<file path="src/hdl/lcdx_pkg.sv">
`timescale 1ns / 1ps
package lcdx_pkg;

  localparam int MAX_ROWS_DEF    = 4;
  localparam int QUEUE_DEPTH_DEF = 2;

  localparam logic [6:0] EXP_ADDR_RST  = 7'd39;
  localparam logic [2:0] ROW_COUNT_RST = 3'd2;

  // expander bit positions
  localparam logic [7:0] BL_BIT = 8'h08;
  localparam logic [7:0] EN_BIT = 8'h04;
  localparam logic [7:0] RS_BIT = 8'h01;

  localparam logic [7:0] CMD_SET_DDRAM = 8'h80;
  localparam logic [7:0] CMD_CLEAR     = 8'h01;
  localparam logic [7:0] CMD_HOME      = 8'h02;

  localparam logic [5:0] WAIT_POWER_MS = 6'd50;
  localparam logic [2:0] WAIT_CMD_MS   = 3'd5;

  // six expander bytes per LCD byte, six commands in the init sequence
  localparam logic [2:0] LAST_STEP     = 3'd5;
  localparam logic [2:0] LAST_INIT_CMD = 3'd5;

  typedef enum logic [2:0] {
    OP_INIT      = 3'd0,
    OP_COMMAND   = 3'd1,
    OP_DATA      = 3'd2,
    OP_CURSOR    = 3'd3,
    OP_CLEAR     = 3'd4,
    OP_HOME      = 3'd5,
    OP_LIGHT_ON  = 3'd6,
    OP_LIGHT_OFF = 3'd7
  } op_t;

  typedef enum logic [1:0] {
    JOB_LCD    = 2'd0,
    JOB_INIT   = 2'd1,
    JOB_SINGLE = 2'd2
  } job_kind_t;

  typedef enum logic {
    REG_EXP_ADDR  = 1'b0,
    REG_ROW_COUNT = 1'b1
  } reg_idx_t;

  typedef struct packed {
    job_kind_t  kind;
    logic [7:0] value;
    logic       rs;
    logic       bl;
    logic       tail_wait;
  } job_t;

  function automatic logic [7:0] init_cmd(input logic [2:0] idx);
    logic [7:0] c;
    case (idx)
      3'd0:    c = 8'h33;
      3'd1:    c = 8'h32;
      3'd2:    c = 8'h28;
      3'd3:    c = 8'h0C;
      3'd4:    c = 8'h01;
      default: c = 8'h06;
    endcase
    return c;
  endfunction

  function automatic logic [7:0] row_base(input logic [1:0] r);
    logic [7:0] b;
    case (r)
      2'd0:    b = 8'h00;
      2'd1:    b = 8'h40;
      2'd2:    b = 8'h14;
      default: b = 8'h54;
    endcase
    return b;
  endfunction

endpackage

</file>
<file path="src/hdl/lcdx_front.sv">
`timescale 1ns / 1ps
module lcdx_front import lcdx_pkg::*; #(
  parameter int MAX_ROWS = MAX_ROWS_DEF
) (
  input  logic       clk,
  input  logic       rst_n,
  input  logic       in_valid,
  output logic       in_stall,
  input  logic [2:0] in_opcode,
  input  logic [7:0] in_value,
  input  logic [7:0] in_column,
  input  logic [7:0] in_row,
  input  logic [2:0] row_count,
  input  logic       q_full,
  output logic       push,
  output job_t       push_job
);

  logic       backlight_r;
  logic       backlight_nxt;
  logic [2:0] rows_eff;
  logic [1:0] row_sel;
  logic [7:0] cursor_sum;

  assign in_stall = q_full;
  assign push     = in_valid && !q_full;

  always_comb begin
    if (row_count == 3'd0) begin
      rows_eff = 3'd1;
    end else if (row_count > 3'(MAX_ROWS)) begin
      rows_eff = 3'(MAX_ROWS);
    end else begin
      rows_eff = row_count;
    end
    if (in_row >= {5'd0, rows_eff}) begin
      row_sel = 2'(rows_eff - 3'd1);
    end else begin
      row_sel = in_row[1:0];
    end
    cursor_sum = in_column + row_base(row_sel);
  end

  always_comb begin
    backlight_nxt      = backlight_r;
    push_job.kind      = JOB_LCD;
    push_job.value     = in_value;
    push_job.rs        = 1'b0;
    push_job.tail_wait = 1'b0;
    case (op_t'(in_opcode))
      OP_INIT: begin
        backlight_nxt = 1'b1;
        push_job.kind = JOB_INIT;
      end
      OP_COMMAND: begin
      end
      OP_DATA: begin
        push_job.rs = 1'b1;
      end
      OP_CURSOR: begin
        push_job.value = CMD_SET_DDRAM | cursor_sum;
      end
      OP_CLEAR: begin
        push_job.value     = CMD_CLEAR;
        push_job.tail_wait = 1'b1;
      end
      OP_HOME: begin
        push_job.value     = CMD_HOME;
        push_job.tail_wait = 1'b1;
      end
      OP_LIGHT_ON: begin
        backlight_nxt = 1'b1;
        push_job.kind = JOB_SINGLE;
      end
      default: begin
        backlight_nxt = 1'b0;
        push_job.kind = JOB_SINGLE;
      end
    endcase
    push_job.bl = backlight_nxt;
  end

  always_ff @(posedge clk) begin
    if (!rst_n) begin
      backlight_r <= 1'b0;
    end else if (push) begin
      backlight_r <= backlight_nxt;
    end
  end

endmodule

</file>
<file path="src/hdl/lcdx_queue.sv">
`timescale 1ns / 1ps
module lcdx_queue import lcdx_pkg::*; #(
  parameter int DEPTH = QUEUE_DEPTH_DEF
) (
  input  logic clk,
  input  logic rst_n,
  input  logic push,
  input  job_t push_job,
  output logic full,
  input  logic pop,
  output logic empty,
  output job_t head
);

  localparam int AW = (DEPTH > 1) ? $clog2(DEPTH) : 1;
  localparam int CW = $clog2(DEPTH + 1);

  job_t          mem_r [DEPTH];
  logic [AW-1:0] wr_ptr_r;
  logic [AW-1:0] rd_ptr_r;
  logic [CW-1:0] count_r;

  assign full  = (count_r == CW'(DEPTH));
  assign empty = (count_r == '0);
  assign head  = mem_r[rd_ptr_r];

  function automatic logic [AW-1:0] wrap_inc(input logic [AW-1:0] p);
    return (p == AW'(DEPTH - 1)) ? '0 : AW'(p + 1'b1);
  endfunction

  always_ff @(posedge clk) begin
    if (push) begin
      mem_r[wr_ptr_r] <= push_job;
    end
  end

  always_ff @(posedge clk) begin
    if (!rst_n) begin
      wr_ptr_r <= '0;
      rd_ptr_r <= '0;
      count_r  <= '0;
    end else begin
      if (push) begin
        wr_ptr_r <= wrap_inc(wr_ptr_r);
      end
      if (pop) begin
        rd_ptr_r <= wrap_inc(rd_ptr_r);
      end
      if (push && !pop) begin
        count_r <= CW'(count_r + 1'b1);
      end else if (pop && !push) begin
        count_r <= CW'(count_r - 1'b1);
      end
    end
  end

  a_no_overflow: assert property (@(posedge clk) disable iff (!rst_n)
    !(push && full && !pop))
    else $error("queue written while full");

  a_no_underflow: assert property (@(posedge clk) disable iff (!rst_n)
    !(pop && empty))
    else $error("queue popped while empty");

endmodule

</file>
<file path="src/hdl/lcdx_back.sv">
`timescale 1ns / 1ps
module lcdx_back import lcdx_pkg::*; (
  input  logic       clk,
  input  logic       rst_n,
  input  job_t       head,
  input  logic       q_empty,
  output logic       q_pop,
  input  logic [6:0] expander_address,
  output logic       out_valid,
  input  logic       out_stall,
  output logic [7:0] out_bus_address,
  output logic [7:0] out_expander_byte,
  output logic [5:0] out_wait_before_ms,
  output logic [2:0] out_wait_after_ms,
  output logic       out_last
);

  logic [2:0] step_r, step_nxt;
  logic [2:0] cmd_r, cmd_nxt;
  logic       out_valid_r, out_valid_nxt;
  logic [7:0] bus_address_r;
  logic [7:0] byte_r;
  logic [5:0] wait_before_r;
  logic [2:0] wait_after_r;
  logic       last_r;

  logic       is_init;
  logic       is_single;
  logic [7:0] cur_val;
  logic [3:0] nib;
  logic       en;
  logic       step_end;
  logic       item_done;
  logic [7:0] byte_c;
  logic [5:0] wait_before_c;
  logic [2:0] wait_after_c;
  logic       adv;
  logic       fire;

  assign is_init   = (head.kind == JOB_INIT);
  assign is_single = (head.kind == JOB_SINGLE);
  assign cur_val   = is_init ? init_cmd(cmd_r) : head.value;
  assign step_end  = (step_r == LAST_STEP);
  assign item_done = is_single || (step_end && (!is_init || cmd_r == LAST_INIT_CMD));

  always_comb begin
    // high nibble for the first three bytes, low nibble for the rest
    nib = (step_r < 3'd3) ? cur_val[7:4] : cur_val[3:0];
    en  = (step_r == 3'd1) || (step_r == 3'd4);
    if (is_single) begin
      byte_c = head.bl ? BL_BIT : 8'h00;
    end else begin
      byte_c = {nib, 4'h0} | (head.bl ? BL_BIT : 8'h00) | (en ? EN_BIT : 8'h00)
             | (head.rs ? RS_BIT : 8'h00);
    end
    wait_before_c = (is_init && cmd_r == 3'd0 && step_r == 3'd0) ? WAIT_POWER_MS : 6'd0;
    if (!is_single && step_end && (is_init ? (cmd_r != LAST_INIT_CMD) : head.tail_wait)) begin
      wait_after_c = WAIT_CMD_MS;
    end else begin
      wait_after_c = 3'd0;
    end
  end

  assign adv   = !out_valid_r || !out_stall;
  assign fire  = adv && !q_empty;
  assign q_pop = fire && item_done;

  always_comb begin
    step_nxt      = step_r;
    cmd_nxt       = cmd_r;
    out_valid_nxt = out_valid_r;
    if (fire) begin
      out_valid_nxt = 1'b1;
      if (item_done) begin
        step_nxt = 3'd0;
        cmd_nxt  = 3'd0;
      end else if (step_end) begin
        step_nxt = 3'd0;
        cmd_nxt  = cmd_r + 3'd1;
      end else begin
        step_nxt = step_r + 3'd1;
      end
    end else if (adv) begin
      out_valid_nxt = 1'b0;
    end
  end

  always_ff @(posedge clk) begin
    if (!rst_n) begin
      step_r      <= 3'd0;
      cmd_r       <= 3'd0;
      out_valid_r <= 1'b0;
    end else begin
      step_r      <= step_nxt;
      cmd_r       <= cmd_nxt;
      out_valid_r <= out_valid_nxt;
    end
  end

  always_ff @(posedge clk) begin
    if (fire) begin
      bus_address_r <= {expander_address, 1'b0};
      byte_r        <= byte_c;
      wait_before_r <= wait_before_c;
      wait_after_r  <= wait_after_c;
      last_r        <= item_done;
    end
  end

  assign out_valid          = out_valid_r;
  assign out_bus_address    = bus_address_r;
  assign out_expander_byte  = byte_r;
  assign out_wait_before_ms = wait_before_r;
  assign out_wait_after_ms  = wait_after_r;
  assign out_last           = last_r;

  a_step_range: assert property (@(posedge clk) disable iff (!rst_n)
    step_r <= LAST_STEP)
    else $error("byte step out of range");

  a_cmd_only_in_init: assert property (@(posedge clk) disable iff (!rst_n)
    (cmd_r != 3'd0) |-> (!q_empty && head.kind == JOB_INIT && cmd_r <= LAST_INIT_CMD))
    else $error("init command index outside an init job");

  a_step_holds_job: assert property (@(posedge clk) disable iff (!rst_n)
    (step_r != 3'd0) |-> (!q_empty && head.kind != JOB_SINGLE))
    else $error("mid-sequence step without a multi-byte job");

  a_pop_on_last: assert property (@(posedge clk) disable iff (!rst_n)
    q_pop |=> (out_valid && out_last))
    else $error("job retired without a last word");

endmodule

</file>
<file path="src/hdl/char_lcd_expander_byte_sequencer_unit.sv">
`timescale 1ns / 1ps
// Channel | Direction | Handshake          | Payload
// in_     | input     | in_valid/in_stall  | opcode, value, column, row
// out_    | output    | out_valid/out_stall| bus_address, expander_byte, waits, last
// cfg_    | input     | APB psel/penable   | expander_address (0x0), row_count (0x4)
//
// One expander word leaves per cycle while a job is queued and out_stall is low: an LCD byte
// is six words, init 36, a backlight request one; the single output word register of the back end sets this.
// The front accepts a request per cycle until the job queue (QUEUE_DEPTH) fills.
// Reset (rst_n low, synchronous) empties the queue and clears the backlight bit.
// An output word stalled by out_stall holds; the queue keeps taking requests.
module char_lcd_expander_byte_sequencer_unit import lcdx_pkg::*; #(
  parameter int MAX_ROWS    = MAX_ROWS_DEF,
  parameter int QUEUE_DEPTH = QUEUE_DEPTH_DEF
) (
  input  logic        clk,
  input  logic        rst_n,
  input  logic        in_valid,
  output logic        in_stall,
  input  logic [2:0]  in_opcode,
  input  logic [7:0]  in_value,
  input  logic [7:0]  in_column,
  input  logic [7:0]  in_row,
  output logic        out_valid,
  input  logic        out_stall,
  output logic [7:0]  out_bus_address,
  output logic [7:0]  out_expander_byte,
  output logic [5:0]  out_wait_before_ms,
  output logic [2:0]  out_wait_after_ms,
  output logic        out_last,
  input  logic        cfg_psel,
  input  logic        cfg_penable,
  input  logic        cfg_pwrite,
  input  logic [2:0]  cfg_paddr,
  input  logic [31:0] cfg_pwdata,
  output logic [31:0] cfg_prdata,
  output logic        cfg_pready
);

  logic [6:0] exp_addr_r;
  logic [2:0] row_count_r;
  logic       cfg_wr;
  reg_idx_t   cfg_idx;

  logic       push;
  job_t       push_job;
  logic       q_full;
  logic       q_empty;
  logic       q_pop;
  job_t       head;

  assign cfg_pready = 1'b1;
  assign cfg_idx    = reg_idx_t'(cfg_paddr[2]);
  assign cfg_wr     = cfg_psel && cfg_penable && cfg_pwrite && cfg_pready;

  always_ff @(posedge clk) begin
    if (!rst_n) begin
      exp_addr_r  <= EXP_ADDR_RST;
      row_count_r <= ROW_COUNT_RST;
    end else if (cfg_wr) begin
      case (cfg_idx)
        REG_EXP_ADDR:  exp_addr_r  <= cfg_pwdata[6:0];
        REG_ROW_COUNT: row_count_r <= cfg_pwdata[2:0];
        default: begin
        end
      endcase
    end
  end

  always_comb begin
    case (cfg_idx)
      REG_EXP_ADDR:  cfg_prdata = {25'd0, exp_addr_r};
      REG_ROW_COUNT: cfg_prdata = {29'd0, row_count_r};
      default:       cfg_prdata = 32'd0;
    endcase
  end

  lcdx_front #(
    .MAX_ROWS (MAX_ROWS)
  ) u_front (
    .clk       (clk),
    .rst_n     (rst_n),
    .in_valid  (in_valid),
    .in_stall  (in_stall),
    .in_opcode (in_opcode),
    .in_value  (in_value),
    .in_column (in_column),
    .in_row    (in_row),
    .row_count (row_count_r),
    .q_full    (q_full),
    .push      (push),
    .push_job  (push_job)
  );

  lcdx_queue #(
    .DEPTH (QUEUE_DEPTH)
  ) u_queue (
    .clk      (clk),
    .rst_n    (rst_n),
    .push     (push),
    .push_job (push_job),
    .full     (q_full),
    .pop      (q_pop),
    .empty    (q_empty),
    .head     (head)
  );

  lcdx_back u_back (
    .clk                (clk),
    .rst_n              (rst_n),
    .head               (head),
    .q_empty            (q_empty),
    .q_pop              (q_pop),
    .expander_address   (exp_addr_r),
    .out_valid          (out_valid),
    .out_stall          (out_stall),
    .out_bus_address    (out_bus_address),
    .out_expander_byte  (out_expander_byte),
    .out_wait_before_ms (out_wait_before_ms),
    .out_wait_after_ms  (out_wait_after_ms),
    .out_last           (out_last)
  );

endmodule

</file>
<file path="config.mk">
export PLATFORM = sky130hd
export DESIGN_NAME = char_lcd_expander_byte_sequencer_unit
export DESIGN_NICKNAME = d
export VERILOG_FILES = /design/src/hdl/lcdx_pkg.sv /design/src/hdl/lcdx_front.sv /design/src/hdl/lcdx_queue.sv /design/src/hdl/lcdx_back.sv /design/src/hdl/char_lcd_expander_byte_sequencer_unit.sv
export SDC_FILE = /design/constraint.sdc
export NUM_CORES = 1
export LEC_CHECK = 0
export ABC_AREA = 1
export BUFFER_PORTS_ARGS = -buffer_cell sky130_fd_sc_hd__buf_2
export CORE_ASPECT_RATIO = 1.5
export CORE_MARGIN = 5
export CORE_UTILIZATION = 35
export CTS_CLUSTER_DIAMETER = 150
export DETAILED_ROUTE_END_ITERATION = 8
export GPL_ROUTABILITY_DRIVEN = 0
export MAX_ROUTING_LAYER = met4
export PLACE_DENSITY = 0.64
export SETUP_SLACK_MARGIN = 0.02
export SYNTH_ARGS = -nofsm -noshare
export SYNTH_HDL_FRONTEND = slang
export SYNTH_SLANG_ARGS = --single-unit
</file>
<file path="constraint.sdc">
create_clock -name clk -period 4.3 [get_ports clk]
set_input_delay 0.43 -clock clk [delete_from_list [all_inputs] [get_ports clk]]
set_output_delay 0.43 -clock clk [all_outputs]
set_load 0.02 [all_outputs]
</file>
==> flow_summary_export.csv, run 1 <==
group,metric,value,unit
pwr,p_leak,1.87,nW
clock_network,cts_hold_buf,0,
final_layout,diodes,0,
clock_network,cts_made_buffers,9,
final_layout,layout_common_cells,"96 x nand2_1, 69 x buf_2, 43 x edfxtp_1, 42 x inv_1, 32 x conb_1",
timing,rsz0062_at_grt,"no",
timing,worst_pin_slew,1120,ps
placed_design,dpl_cell_area,0.00371,mm^2
placed_design,numPortBuffers,69,
pwr,combPwrFrac,22.4,%
global_routing,grt_pass1_vias,2456,
critical_path,critical_path_arrival,2890,ps
critical_path,end_kind,"flop",
critical_path,slowest_stage,"dfxtp_1",
critical_path,startpoint,"row_count_r[0]$_SDFFE_PN0P_",
timing,fin_setup_tns,0,ps
hold_path,min_path_type,"input port to flop",
timing,setup_violations,0,
pwr,swShare,30.6,%
routing,vias,2631,
final_layout,syn_to_final_growth,18.7,%
global_routing,grt-ovfl-total,0,
timing,fin_crit,2820,ps
global_routing,grt_pass1_wl,11100,um
yosys,synth.area.mux_share,0.295,%
timing,fmax,355,MHz
final_layout,drive_above_1_share,21.0,%
clock_network,clk_root_buffer_cell,"clkbuf_16",
routing,wire_per_inst,12.2,um
critical_path,max_stage_delay,300,ps
pwr,power.density,517,mW/mm^2
global_routing,grtUsageTotal,12.2,%
floorplan,ios,130,
yosys,synth.yosys.seq_area_share,51.6,%
clock_network,clk_latency,330,ps
yosys,synthXorXnorAreaFrac,0.258,%
global_routing,antenna_found_initial,0,
yosys,netlist_area,0.00339,mm^2
yosys,synth_compound_area_share,10.4,%
timing,min_period_over_period,65.5,%
pwr,p_int,0.00145,W
routing,ant_nets,0,
clock_network,cts-htree-levels,3,
yosys,ys_ff_latch,66,
pwr,ir_drop,0.000247,V
yosys,synthSimpleGateAreaFrac,19.2,%
routing,drt_wl_total,7050,um
yosys,synthArstFlopShare,0,%
clock_network,clk_path_buf_depth,2,
final_layout,final_common_cell,"nand2_1",
critical_path,critPathMaxFanout,4,
clock_network,path_clk_slew,60,ps
yosys,yosysUniqueCellTypes,32,
yosys,ys.flop_type,"edfxtp_1",
timing,maxSlewViolCount,0,
yosys,synth_warnings,0,
pwr,finalPower,0.00208,W
floorplan,dieArea,0.0118,mm^2
critical_path,r2r_slack,1480,ps
routing,drc,0,
critical_path,required,4370,ps
final_layout,final_cell_area,0.00403,mm^2
yosys,synth_edf_count,43,
critical_path,path_common_cell,"nand2_1",
routing,drtIter0Drc,165,
floorplan,die-width,90.4,um
critical_path,crit_path_start_kind,"flop",
outcome,outcome,"finished clean",
pwr,clock_power_share,36.9,%
timing,clock_skew,6.24,ps
timing,holdWs,329,ps
final_layout,fin_nets,539,
critical_path,timing.rr.start,"row_count_r[0]$_SDFFE_PN0P_",
pwr,seq_power_share,40.7,%
critical_path,r2r_cells,21,
floorplan,rows,44,
clock_network,cts_sinks,66,
floorplan,initial_core_util,35.4,%
pwr,p_switching,0.000636,W
critical_path,crit_type,"flop to flop",
floorplan,core,0.00958,mm^2
critical_path,rr_endpoint,"u_queue.mem_r[1][9]$_DFFE_PP_",
placed_design,hpwl,5380,um
yosys,synthAdderAreaFrac,4.42,%
clock_network,cts_tree,"done",
clock_network,cts_resized,0,
timing,maxSlewHeadroom,25.0,%
yosys,synth_top_family_by_area,"simple AND/OR/NAND/NOR gates",
floorplan,die_height,131,um
critical_path,crit_path_end,"u_queue.mem_r[1][9]$_DFFE_PP_",
routing,avgViaCountPerCell,4.55,
run,cap_violations,0,
timing,finalHoldViolCount,0,
final_layout,fill_cells,977,
routing,drtPass1Iterations,4,
yosys,synth_area_per_cell,8.77,um^2
clock_network,post-cts-setup-buffers,0,
critical_path,cp_cell_sequence,"inv_1 -> a21oi_1 -> ha_1 -> inv_1 -> nand2_1 -> nand2_1 -> nand2_1 -> nand2_1 -> nand2_1 -> o21ai_0 -> inv_1 -> ha_1 -> ha_1 -> nand3_1 -> nand2_1 -> nand2_1 -> nand2_1 -> inv_1 -> nand3_1 -> nand3_1 -> nand2_1",
global_routing,grt_start_max_net_pins,22,
yosys,synth_cells,387,
-- Yosys cell counts (3+ instances only) --
| master | n | area (um^2) |
|---|---|---|
| o21ai_1 | 4 | 20.0 |
| nor2_1 | 22 | 82.6 |
| or2_2 | 3 | 18.8 |
| ha_1 | 12 | 150 |
| buf_4 | 35 | 263 |
| nand3_1 | 24 | 120 |
| a21oi_1 | 24 | 120 |
| nand2_1 | 96 | 360 |
| inv_2 | 4 | 15.0 |
| inv_1 | 42 | 158 |
| nor3_1 | 3 | 15.0 |
| nand2_2 | 3 | 18.8 |
| o21ai_0 | 27 | 135 |
| edfxtp_1 | 43 | 1290 |
| dfxtp_1 | 23 | 460 |
-- worst min-delay path by stage --
stage	cells after the start	start	end
final	3	cfg_pwdata[5]	exp_addr_r[5]$_SDFFE_PN1P_
after global placement	0	exp_addr_r[3]$_SDFFE_PN0P_	u_back.out_bus_address[4]$_DFFE_PP_
after detailed placement	0	exp_addr_r[3]$_SDFFE_PN0P_	u_back.out_bus_address[4]$_DFFE_PP_
after CTS	3	cfg_pwdata[2]	exp_addr_r[2]$_SDFFE_PN1P_
after global routing	3	cfg_pwdata[2]	exp_addr_r[2]$_SDFFE_PN1P_
after floorplan	0	exp_addr_r[3]$_SDFFE_PN0P_	u_back.out_bus_address[4]$_DFFE_PP_
-- sequential cells by signal (all words and copies together) (netlist names), named ones only --
register	cells
exp_addr_r	7
row_count_r	3
u_back.cmd_r	3
u_back.out_bus_address	7
u_back.out_expander_byte	7
u_back.out_last	1
u_back.out_valid	1
u_back.out_wait_after_ms	1
u_back.out_wait_before_ms	1
u_back.step_r	3
u_front.backlight_r	1
u_queue.count_r	2
u_queue.mem_r	26
u_queue.rd_ptr_r	1
u_queue.wr_ptr_r	1
-- layout make-up --
class | count | area (um^2) | share of cell area [%]
flip-flops and latches | 66 | 1750 | 43.5
multi-input cells | 266 | 1290 | 32.1
repair buffers | 69 | 345 | 8.58
clock buffers | 9 | 225 | 5.59
inverters | 46 | 173 | 4.29
well taps | 115 | 144 | 3.57
clock inverters | 7 | 93.8 | 2.33
-- cell families (layout without fill, tap and decap cells) --
logic type | Yosys count | count (layout)
adders and majority gates | 12 | 12
DFF | 66 | 66
muxes | 1 | 1
xor gates and xnor gates | 1 | 1
and+or+nand+nor | 156 | 156
buffers and inverters | 85 | 131
other | 2 | 32
AOI/OAI and AO/OA | 64 | 64
-- critical path: cells and delay by family, from the launching register on --
family	cells	cell delay (ps)
and+or+nand+nor	12	840
DFF	1	300
adders and majority gates	3	700
AOI/OAI and AO/OA	2	450
buffers and inverters	4	280
-- metrics by stage --
step,std cells,util [%],worst slack (ps)
after floorplan,417,-,1830
after global placement,562,38.7,1460
after detailed placement,562,38.7,1410
after CTS,578,42.0,1390
after global routing,578,42.0,1140
final,578,42.0,1480
-- per-layer routing --
metal,vias to the layer above,share of wire [%],track usage [%]
met4,0,3.2,7.19
met2,80,56,22.3
li1,1360,-,-
met3,16,4.5,2.92
met1,1175,37,11.7
met5,-,0,-
-- power by group through the flow --
| stage | Combinational (W) | Clock, W | Sequential, W |
|---|---|---|---|
| 6_report | 0.000467 | 0.000769 | 0.000847 |
| 5_1_grt | 0.000520 | 0.000821 | 0.000857 |
| 4_1_cts | 0.000471 | 0.000782 | 0.000848 |
| 3_5_place_dp | 0.000469 | 0 | 0.000861 |
| 3_3_place_gp | 0.000467 | 0 | 0.000857 |
| 2_1_floorplan | 0.000306 | 0 | 0.000913 |
Note: power is estimated with default switching activity, not from simulation.
==> run 2: changes to the inputs <==
clock period = 2.7 ns   (was 4.3 ns; I/O delays follow)
==> run 2 against run 1 <==
  * Clock-buffer cell count did not move
  * Worst setup slack got worse by 1300 ps
  * Global-route usage fell by 0.12 points
  * Utilization is 1.1 points higher
==> flow_summary_export.csv, run 2 (same netlist as run 1, synthesis figures left out) <==
group,metric,value,unit
outcome,outcome,"finished clean",
routing,drtIter0Drc,89,
critical_path,critPathMaxFanout,3,
critical_path,crit_path_start_kind,"flop",
global_routing,grt_pass1_vias,2458,
final_layout,multiInputGateArea,0.00135,mm^2
critical_path,end_kind,"flop",
clock_network,clk_path_buf_depth,2,
hold_path,min_path_type,"input port to flop",
timing,setup_violations,0,
timing,fin_crit,2490,ps
pwr,finalPower,0.00323,W
pwr,power.density,782,mW/mm^2
routing,avgViaCountPerCell,4.47,
final_layout,fill_cells,999,
floorplan,ios,130,
clock_network,cts_sinks,66,
critical_path,r2r_cells,15,
clock_network,clk_root_buffer_cell,"clkbuf_16",
timing,finalHoldViolCount,0,
clock_network,path_clk_slew,50,ps
routing,vias,2632,
pwr,ir_drop,0.000430,V
clock_network,cts_hold_buf,0,
final_layout,utilization,43.1,%
global_routing,grt_pass1_wl,11100,um
placed_design,numPortBuffers,69,
hold_path,whs_path_depth,3,
global_routing,grtUsageTotal,12.1,%
critical_path,required,2770,ps
final_layout,diodes,0,
floorplan,die_height,131,um
timing,maxSlewHeadroom,28.0,%
final_layout,drive_above_1_share,24.9,%
run,cap_violations,0,
clock_network,cts_made_buffers,9,
timing,clock_skew,5.81,ps
critical_path,crit_type,"flop to flop",
final_layout,layout_common_cells,"94 x nand2_1, 69 x buf_2, 43 x edfxtp_1, 40 x inv_1, 32 x conb_1",
clock_network,cts-htree-levels,3,
clock_network,cts_tree,"done",
timing,min_period_over_period,92.3,%
placed_design,hpwl,5500,um
final_layout,fin_nets,550,
clock_network,clk_latency,330,ps
floorplan,die-width,90.4,um
final_layout,top_register,"u_queue.mem_r",
global_routing,antenna_found_initial,0,
timing,holdWs,166,ps
timing,rsz0062_at_grt,"no",
timing,fin_setup_tns,0,ps
global_routing,grt-ovfl-total,0,
timing,finalWorstSetupSlack,209,ps
floorplan,initial_core_util,35.4,%
final_layout,regArea,0.00175,mm^2
placed_design,dp_slack,-50.4,ps
timing,maxSlewViolCount,0,
routing,wire_per_inst,11.9,um
routing,ant_nets,0,
floorplan,rows,44,
floorplan,dieArea,0.0118,mm^2
final_layout,syn_to_final_growth,21.8,%
final_layout,final_common_cell,"nand2_1",
timing,fmax,401,MHz
routing,drt_wl_total,7010,um
critical_path,critical_path_arrival,2560,ps
routing,drc,0,
timing,worst_pin_slew,1080,ps
final_layout,largest_reg_flops,26,
pwr,p_leak,1.91,nW
floorplan,core,0.00958,mm^2
routing,drtPass1Iterations,4,
global_routing,grt_start_max_net_pins,22,
## run 2: final cells by class
class                           instances  area share (%)
Clock buffer                            9            5.45
Multi-Input combinational cell        266            32.6
Sequential cell                        66            42.4
Inverter                               46            4.18
Tap cell                              115            3.48
Clock inverter                          7            1.45
Timing Repair Buffer                   80            10.4
## run 2: final timing paths
| kind | startpoint | endpoint | slack, ps |
|---|---|---|---|
| hold reg to reg | exp_addr_r[4]$_SDFFE_PN0P_ | u_back.out_bus_address[5]$_DFFE_PP_ | 430 |
| hold / removal | cfg_pwdata[2] | exp_addr_r[2]$_SDFFE_PN1P_ | 170 |
| setup reg to reg | row_count_r[0]$_SDFFE_PN0P_ | u_queue.mem_r[1][7]$_DFFE_PP_ | 210 |
| setup / recovery | row_count_r[0]$_SDFFE_PN0P_ | u_queue.mem_r[1][7]$_DFFE_PP_ | 210 |
## run 2: timing repair
action | 4_1_cts | 5_1_grt
pin swaps | 0 | 5
gates resized for setup | 1 | 13
endpoints found under the hold margin | 0 | 0
buffers inserted | 0 | 1
setup endpoints to repair | 6 | 6
## run 2: report_power, final
group          total [W]  internal, W  switching, W
Clock            0.00111     0.000702      0.000408
Combinational   0.000774     0.000241      0.000533
Sequential       0.00135      0.00128     0.0000635
## run 2: metal layers
| layer | track usage, % | vias up | share of wire [%] |
|---|---|---|---|
| met5 | - | - | 0 |
| met1 | 11.8 | 1186 | 38 |
| li1 | - | 1379 | - |
| met4 | 6.05 | 0 | 2.4 |
| met3 | 2.92 | 14 | 4.3 |
| met2 | 22.3 | 53 | 56 |
## run 2: per-stage QoR
step / cell area, um^2 / instances
finish: 4130 / 589
global route: 4130 / 589
global placement: 3780 / 572
floorplan: 3510 / 417
CTS: 4070 / 588
detailed placement: 3780 / 572
## run 2: worst max-delay path, stage by stage, from the launching register on
cell and delay, ps:
dfxtp_1 300, inv_1 60, a21oi_2 160, ha_1 250
inv_1 50, nand2_1 40, nand2_1 50, nand2_1 60
nand2_2 70, nand2_2 70, o21ai_2 170, inv_2 80
ha_4 170, ha_4 160, or2_2 270, a32o_1 270
